### config.mk
export PLATFORM = sky130hd
export DESIGN_NAME = delta_list_task_scheduler_unit
export DESIGN_NICKNAME = d
export VERILOG_FILES = /design/src/hdl/dlts_pkg.sv /design/src/hdl/dlts_cell.sv /design/src/hdl/dlts_insert.sv /design/src/hdl/delta_list_task_scheduler_unit.sv
export SDC_FILE = /design/constraint.sdc
export NUM_CORES = 1
export LEC_CHECK = 0
export BUFFER_PORTS_ARGS = -buffer_cell sky130_fd_sc_hd__buf_2
export CORE_MARGIN = 2
export CORE_UTILIZATION = 45
export DETAILED_ROUTE_END_ITERATION = 7
export MAX_ROUTING_LAYER = met4
export PLACE_DENSITY_LB_ADDON = 0.15
export SYNTH_ARGS = -nofsm -noshare
export SYNTH_HDL_FRONTEND = slang
export SYNTH_SLANG_ARGS = --single-unit
### constraint.sdc
create_clock -name clk -period 86 [get_ports clk]
set_input_delay 4.3 -clock clk [delete_from_list [all_inputs] [get_ports clk]]
set_output_delay 4.3 -clock clk [all_outputs]
set_load 0.005 [all_outputs]
### src/hdl/dlts_pkg.sv
// Shared constants and types for the delta-list task scheduler.
package dlts_pkg;

	localparam int MAX_TASKS_DEF = 32;
	localparam int TIME_BITS_DEF = 16;

	localparam logic [1:0] OP_TICK     = 2'd0;
	localparam logic [1:0] OP_ADD      = 2'd1;
	localparam logic [1:0] OP_DISPATCH = 2'd2;

	localparam logic [1:0] ST_OK       = 2'd0;
	localparam logic [1:0] ST_FULL     = 2'd1;
	localparam logic [1:0] ST_NOREADY  = 2'd2;

	// control from the sequencer to the insert unit
	typedef struct packed {
		logic start;   // latch new task, clear walk state
		logic step;    // one entry passes the insert point
	} ins_ctl_t;

endpackage

### src/hdl/dlts_cell.sv
// One list entry of the scheduler chain, with head countdown logic.
module dlts_cell #(
	parameter int TIME_BITS = dlts_pkg::TIME_BITS_DEF
) (
	input  logic                 clk,
	input  logic                 ld,
	input  logic                 tick,
	input  logic [7:0]           d_task,
	input  logic [TIME_BITS-1:0] d_delta,
	input  logic [TIME_BITS-1:0] d_period,
	input  logic                 d_ready,
	output logic [7:0]           q_task,
	output logic [TIME_BITS-1:0] q_delta,
	output logic [TIME_BITS-1:0] q_period,
	output logic                 q_ready
);

	logic [7:0]           task_q;
	logic [TIME_BITS-1:0] delta_q;
	logic [TIME_BITS-1:0] period_q;
	logic                 ready_q;
	logic [TIME_BITS-1:0] tick_delta;

	// count down unless ready; zero delta marks ready
	always_comb begin
		tick_delta = delta_q;
		if (!ready_q && delta_q != '0)
			tick_delta = delta_q - TIME_BITS'(1);
	end

	always_ff @(posedge clk) begin
		if (ld) begin
			task_q   <= d_task;
			delta_q  <= d_delta;
			period_q <= d_period;
			ready_q  <= d_ready;
		end else if (tick) begin
			delta_q <= tick_delta;
			if (tick_delta == '0)
				ready_q <= 1'b1;
		end
	end

	assign q_task   = task_q;
	assign q_delta  = delta_q;
	assign q_period = period_q;
	assign q_ready  = ready_q;

endmodule

### src/hdl/dlts_insert.sv
// Insert point at the tail of the rotating chain: merges a new task in order.
module dlts_insert #(
	parameter int TIME_BITS = dlts_pkg::TIME_BITS_DEF
) (
	input  logic                 clk,
	input  logic                 arst_n,
	input  dlts_pkg::ins_ctl_t   ctl,
	input  logic [7:0]           new_task,
	input  logic [TIME_BITS-1:0] new_delay,
	input  logic [TIME_BITS-1:0] new_period,
	input  logic                 x_valid,
	input  logic [7:0]           x_task,
	input  logic [TIME_BITS-1:0] x_delta,
	input  logic [TIME_BITS-1:0] x_period,
	input  logic                 x_ready,
	output logic [7:0]           o_task,
	output logic [TIME_BITS-1:0] o_delta,
	output logic [TIME_BITS-1:0] o_period,
	output logic                 o_ready
);

	logic [7:0]           task_q;
	logic [TIME_BITS-1:0] delay_q;
	logic [TIME_BITS-1:0] period_q;
	logic [TIME_BITS:0]   before_q;
	logic                 placed_q;
	logic [7:0]           h_task_q;
	logic [TIME_BITS-1:0] h_delta_q;
	logic [TIME_BITS-1:0] h_period_q;
	logic                 h_ready_q;
	logic [TIME_BITS:0]   through;
	logic                 take_x;
	logic [TIME_BITS-1:0] new_delta;

	assign through   = before_q + {1'b0, x_delta};
	assign take_x    = !placed_q && x_valid && (through < {1'b0, delay_q});
	assign new_delta = delay_q - before_q[TIME_BITS-1:0];

	always_comb begin
		if (placed_q) begin
			o_task   = h_task_q;
			o_delta  = h_delta_q;
			o_period = h_period_q;
			o_ready  = h_ready_q;
		end else if (take_x) begin
			o_task   = x_task;
			o_delta  = x_delta;
			o_period = x_period;
			o_ready  = x_ready;
		end else begin
			o_task   = task_q;
			o_delta  = new_delta;
			o_period = period_q;
			o_ready  = 1'b0;
		end
	end

	always_ff @(posedge clk or negedge arst_n) begin
		if (!arst_n) begin
			placed_q <= 1'b0;
		end else if (ctl.start) begin
			placed_q <= 1'b0;
		end else if (ctl.step && !placed_q && !take_x) begin
			placed_q <= 1'b1;
		end
	end

	always_ff @(posedge clk) begin
		if (ctl.start) begin
			task_q   <= new_task;
			delay_q  <= new_delay;
			period_q <= new_period;
			before_q <= '0;
		end else if (ctl.step) begin
			if (take_x)
				before_q <= through;
			h_task_q   <= x_task;
			h_period_q <= x_period;
			h_ready_q  <= x_ready;
			// follower of the new entry gives up the new delta
			h_delta_q  <= placed_q ? x_delta : x_delta - new_delta;
		end
	end

endmodule

### src/hdl/delta_list_task_scheduler_unit.sv
// Top level of the delta-list task scheduler: cell chain plus sequencer.
//
//  channel | direction | handshake            | payload
//  --------+-----------+----------------------+-----------------------------------------
//  in      | input     | in_valid / in_stall  | op, task_id, first_delay, repeat_period
//  out     | output    | out_valid / out_stall| fired, fired_task, status, queued
//
// Tick, unused op, full add, one-shot and empty dispatch finish without a rotation.
// Add: the whole chain rotates once past the insert
// point. Periodic dispatch: pop, then the same rotation.
// Reset clears the entry count and sequencer; entry storage is not cleared.
// in_stall is high while a rotation runs or a result waits behind out_stall.
module delta_list_task_scheduler_unit #(
	parameter int MAX_TASKS = dlts_pkg::MAX_TASKS_DEF,
	parameter int TIME_BITS = dlts_pkg::TIME_BITS_DEF
) (
	input  logic        clk,
	input  logic        arst_n,
	input  logic        in_valid,
	output logic        in_stall,
	input  logic [1:0]  op,
	input  logic [7:0]  task_id,
	input  logic [15:0] first_delay,
	input  logic [15:0] repeat_period,
	output logic        out_valid,
	input  logic        out_stall,
	output logic        fired,
	output logic [7:0]  fired_task,
	output logic [1:0]  status,
	output logic [5:0]  queued
);

	localparam int CW = $clog2(MAX_TASKS + 1);
	localparam int SW = $clog2(MAX_TASKS);

	typedef enum logic {S_IDLE, S_ROT} state_t;

	state_t               state_q;
	logic [CW-1:0]        count_q;
	logic [SW-1:0]        step_q;
	logic                 out_valid_q;
	logic                 fired_q;
	logic [7:0]           fired_task_q;
	logic [1:0]           status_q;

	logic [7:0]           c_task   [MAX_TASKS];
	logic [TIME_BITS-1:0] c_delta  [MAX_TASKS];
	logic [TIME_BITS-1:0] c_period [MAX_TASKS];
	logic                 c_ready  [MAX_TASKS];

	logic [7:0]           o_task;
	logic [TIME_BITS-1:0] o_delta;
	logic [TIME_BITS-1:0] o_period;
	logic                 o_ready;

	logic                 accept;
	logic                 chain_ld;
	logic                 do_tick;
	logic                 do_pop;
	logic                 is_full;
	logic                 head_ok;
	logic                 x_valid;
	logic [7:0]           ins_task;
	logic [TIME_BITS-1:0] ins_delay;
	logic [TIME_BITS-1:0] ins_period;
	dlts_pkg::ins_ctl_t   ctl;

	assign in_stall  = (state_q != S_IDLE) || (out_valid_q && out_stall);
	assign accept    = in_valid && !in_stall;
	assign is_full   = (count_q == CW'(MAX_TASKS));
	assign head_ok   = (count_q != '0) && c_ready[0];
	assign do_tick   = accept && op == dlts_pkg::OP_TICK && count_q != '0;
	assign do_pop    = accept && op == dlts_pkg::OP_DISPATCH && head_ok;
	assign chain_ld  = do_pop || state_q == S_ROT;
	assign x_valid   = CW'(step_q) < count_q;

	// new task comes from the input on add, from the popped head on dispatch
	always_comb begin
		if (op == dlts_pkg::OP_DISPATCH) begin
			ins_task   = c_task[0];
			ins_delay  = c_period[0];
			ins_period = c_period[0];
		end else begin
			ins_task   = task_id;
			ins_delay  = TIME_BITS'(first_delay);
			ins_period = TIME_BITS'(repeat_period);
		end
	end

	assign ctl.start = accept;
	assign ctl.step  = state_q == S_ROT;

	// chain: each cell loads its right neighbor; the tail loads the insert point
	for (genvar i = 0; i < MAX_TASKS; i++) begin : g_cell
		logic [7:0]           d_task;
		logic [TIME_BITS-1:0] d_delta;
		logic [TIME_BITS-1:0] d_period;
		logic                 d_ready;

		if (i == MAX_TASKS - 1) begin : g_tail
			assign d_task   = o_task;
			assign d_delta  = o_delta;
			assign d_period = o_period;
			assign d_ready  = o_ready;
		end else begin : g_body
			assign d_task   = c_task[i+1];
			assign d_delta  = c_delta[i+1];
			assign d_period = c_period[i+1];
			assign d_ready  = c_ready[i+1];
		end

		dlts_cell #(.TIME_BITS(TIME_BITS)) u_cell (
			.clk      (clk),
			.ld       (chain_ld),
			.tick     ((i == 0) && do_tick),
			.d_task   (d_task),
			.d_delta  (d_delta),
			.d_period (d_period),
			.d_ready  (d_ready),
			.q_task   (c_task[i]),
			.q_delta  (c_delta[i]),
			.q_period (c_period[i]),
			.q_ready  (c_ready[i])
		);
	end

	dlts_insert #(.TIME_BITS(TIME_BITS)) u_insert (
		.clk        (clk),
		.arst_n     (arst_n),
		.ctl        (ctl),
		.new_task   (ins_task),
		.new_delay  (ins_delay),
		.new_period (ins_period),
		.x_valid    (x_valid),
		.x_task     (c_task[0]),
		.x_delta    (c_delta[0]),
		.x_period   (c_period[0]),
		.x_ready    (c_ready[0]),
		.o_task     (o_task),
		.o_delta    (o_delta),
		.o_period   (o_period),
		.o_ready    (o_ready)
	);

	always_ff @(posedge clk or negedge arst_n) begin
		if (!arst_n) begin
			state_q      <= S_IDLE;
			count_q      <= '0;
			step_q       <= '0;
			out_valid_q  <= 1'b0;
			fired_q      <= 1'b0;
			fired_task_q <= '0;
			status_q     <= dlts_pkg::ST_OK;
		end else begin
			if (out_valid_q && !out_stall)
				out_valid_q <= 1'b0;
			unique case (state_q)
				S_IDLE: begin
					if (accept) begin
						fired_q      <= 1'b0;
						fired_task_q <= '0;
						status_q     <= dlts_pkg::ST_OK;
						step_q       <= '0;
						case (op)
							dlts_pkg::OP_ADD: begin
								if (is_full) begin
									status_q    <= dlts_pkg::ST_FULL;
									out_valid_q <= 1'b1;
								end else begin
									state_q <= S_ROT;
								end
							end
							dlts_pkg::OP_DISPATCH: begin
								if (head_ok) begin
									fired_q      <= 1'b1;
									fired_task_q <= c_task[0];
									count_q      <= count_q - CW'(1);
									if (c_period[0] != '0)
										state_q <= S_ROT;
									else
										out_valid_q <= 1'b1;
								end else begin
									status_q    <= dlts_pkg::ST_NOREADY;
									out_valid_q <= 1'b1;
								end
							end
							default: begin
								// tick is done in the head cell; unused op does nothing
								out_valid_q <= 1'b1;
							end
						endcase
					end
				end
				S_ROT: begin
					step_q <= step_q + SW'(1);
					if (step_q == SW'(MAX_TASKS - 1)) begin
						count_q     <= count_q + CW'(1);
						state_q     <= S_IDLE;
						out_valid_q <= 1'b1;
					end
				end
				default: state_q <= S_IDLE;
			endcase
		end
	end

	assign out_valid  = out_valid_q;
	assign fired      = fired_q;
	assign fired_task = fired_task_q;
	assign status     = status_q;
	assign queued     = 6'(count_q);

endmodule

==> flow_summary.ini <==
[status]
status = finished clean

[route]
wl_per_cell_um = 18.2
drt-total-wl_mm = 72.0
met3_length_mm = 2.95
vias = 19778
route.met2.wl_mm = 30.9
top_layer_used = met4
drtAntennaViolNets = 0
viasPerCell = 4.99
dr.first_iter.drc_count = 1715
route.detailed.drc = 0
m1WireLength_mm = 35.7
first_pass_iters = 5

[worst_setup_path]
slowest_delay_ns = 0.91
critPathMostFrequentCell = buf_4
required_ns = 86.35
crit_chain = buf_2 -> nand2_1 -> nand3_1 -> inv_2 -> buf_4 -> and3_1 -> or2_4 -> buf_4 -> buf_4 -> buf_4 -> buf_4 -> buf_12 -> buf_4
worstPathArrival_ns = 12.47
crit_path_max_fanout = 181
end_kind = register
crit_buf_inv = 9
cp-start-kind = input pin
slowest_stage = buf_4
worstSetupPathType = input pin to register
cp_top_family = buffers and inverters

[yosys]
synth_area_leaders = edfxtp_1 87%, ha_1 2.0%, dfrtp_1 1.3%
ys_seq_area_share_pct = 88.6
avgSynthCellArea_um2 = 21.3
ys_warn_count = 0
syn_inst = 2262
syn_nets = 2388
syn_area_um2 = 48300
synthFlopType = edfxtp_1
netlist.area_leader.share_pct = 86.6
synth_top_area_cell = edfxtp_1
ys_async_sr_fraction_pct = 1.74
synth_seq_cells = 1435
synth_edf_count = 1393
ys_top_cells_by_count = 1393 x edfxtp_1, 93 x nand2_1, 85 x inv_1
yosysMostFrequentCell = edfxtp_1
synth_cell_type_count = 72

[sta]
finalWorstSetupSlack_ns = 73.88
min_period_ns = 12.12
relSlewSlack_pct = 28.9
drv_slew = 0
skew_ns = 0.0321
finalCritPeriodShare_pct = 14.1
worstMarginPinSlew_ns = 1.07
rsz0062_at_grt = no
whs_ns = 0.392
tns_ns = 0
clock.fmax_mhz = 82.5
setup_viol = 0
hold_viol = 0

[grt]
grt_max_degree = 182
grt_pass1_wl_mm = 112
antenna_found_initial = 5
grt.overflow.total = 0
grt_usage_pct = 13.5
grt_pass1_vias = 19807

[finish]
area.growth.synth_to_final_pct = 14.1
final_nets = 2574
final_cells = 3963
fillers = 8312
drive_gt1_share_pct = 12.4
diodes = 0

[clocking]
clock-sinks = 1435
worstSkewPairLatency_ns = 0.73
cts_resized = 0
numCtsBuffers = 144
cts_tree = built
hold_buffers = 0
clk_path_buf_depth = 3
clk_pin_slew_ns = 0.06
cts_setup_buffers = 0
cts_root_buf = clkbuf_16
ctsHtreeMaxLevel = 4

[floorplan]
dieWidth_um = 332
die_y_um = 332
start_util_pct = 45.2
ios = 65
core_um2 = 107000
std_cell_rows = 120
die-area_um2 = 110000

[placed_design]
dp_hpwl_mm = 40.4
post-place-ws_ns = 72.89
place_congestion = 0.802
io_buffers = 64
dp_cells = 3705

[worst_hold_path]
hold_class = register to register

[power_and_ir_drop]
irDropWorstVdd_v = 0.0000238
p_per_area_nw_per_um2 = 44.4
cellLeakagePower_uw = 0.0196

[job]
max_cap_violations = 0
## routing by layer
layer	vias to the layer above	track usage (%)
met1	9948	20.1
met4	0	6.14
met3	163	2.75
met2	369	18.0
met5	-	-
li1	9298	-
## layout make-up
cell class | instances | area, um^2 | area share [%]
Multi-Input combinational cell | 695 | 4960 | 9.01
Clock inverter | 85 | 996 | 1.81
Tap cell | 1403 | 1760 | 3.19
Clock buffer | 173 | 3730 | 6.78
Inverter | 87 | 327 | 0.593
Sequential cell | 1435 | 42800 | 77.7
Timing Repair Buffer | 85 | 490 | 0.891
## sequential cells by signal (all words and copies together) (netlist names)
| signal | cells |
|---|---|
| g_cell.u_cell.q_period | 512 |
| g_cell.u_cell.q_task | 256 |
| u_insert.h_task_q | 8 |
| fired_task | 8 |
| out_valid | 1 |
| fired | 1 |
| u_insert.delay_q | 16 |
| g_cell.u_cell.q_delta | 512 |
| g_cell.u_cell.q_ready | 32 |
| status | 2 |
| u_insert.task_q | 8 |
| u_insert.h_ready_q | 1 |
| u_insert.placed_q | 1 |
| u_insert.period_q | 16 |
| u_insert.h_delta_q | 16 |
| u_insert.before_q | 17 |
| u_insert.h_period_q | 16 |
| step_q | 5 |
| queued | 6 |
| state_q | 1 |
## logic make-up after synthesis
logic type	count (synthesis)	share of synthesized area [%]
adders and majority gates	80	2.14
xor gates and xnor gates	59	1.07
muxes	16	0.365
AOI/OAI and AO/OA	260	3.74
buffers and inverters	132	1.09
and+or+nand+nor	280	2.95
DFF	1435	88.6
## cell usage in the layout, fill, tap and decap left out, types with 15 or more instances in the layout
cell / count
a21o_1: 16
a21oi_1: 41
a221o_1: 37
buf_2: 64
buf_4: 20
bufinv_16: 16
clkbuf_1: 28
clkbuf_16: 145
clkinv_1: 26
clkinv_2: 25
dfrtp_1: 23
dfxtp_1: 17
edfxtp_1: 1393
ha_1: 75
inv_1: 85
nand2_1: 93
nand2b_1: 15
nand3_1: 29
nor2_1: 34
nor3_1: 32
nor3b_1: 26
o21ai_0: 69
o21ai_1: 18
xnor2_1: 37
xor2_1: 22
## worst paths after layout
path | startpoint | to | slack, ns | depth (start not counted)
max reg2reg | state_q$_DFF_PN0_ | g_cell[21].u_cell.q_period[9]$_DFFE_PP_ | 76.97 | 12
min in group asynchronous | arst_n | queued[3]$_DFFE_PN0P_ | 3.57 | 1
min reg2reg | g_cell[29].u_cell.q_delta[10]$_DFFE_PP_ | g_cell[28].u_cell.q_delta[10]$_DFFE_PP_ | 0.39 | 0
min | g_cell[29].u_cell.q_delta[10]$_DFFE_PP_ | g_cell[28].u_cell.q_delta[10]$_DFFE_PP_ | 0.39 | 0
max in group asynchronous | arst_n | u_insert.placed_q$_DFFE_PN0P_ | 81.97 | 1
max | out_stall | g_cell[21].u_cell.q_period[9]$_DFFE_PP_ | 73.88 | 13
## metrics by stage
stage	utilization (%)	power, uW	area (um^2)
after global routing	51.6	2580	55100
after floorplan	-	2120	48300
final	51.6	2440	55100
after detailed placement	47.2	1840	50300
after CTS	51.6	2480	55100
after global placement	47.2	1820	50300
## worst reg2reg max path: stages (launching register included)
cell and delay [ns]:
dfrtp_2 0.40, inv_2 0.27, nand3_1 0.58, inv_2 0.16, buf_4 0.60, and3_1 0.58
or2_4 0.87, buf_4 0.82, buf_4 0.84, buf_4 0.89, buf_4 0.94, buf_12 0.70
buf_4 0.97
## where the power goes
| group | switching, uW | leakage (uW) | total (uW) | internal [uW] |
|---|---|---|---|---|
| clock network | 257 | 0.00231 | 618 | 361 |
| logic | 277 | 0.00280 | 399 | 123 |
| registers | 132 | 0.0145 | 1430 | 1290 |
| total | 665 | 0.0196 | 2440 | 1780 |
No activity file was read; power rests on OpenSTA's default activity.
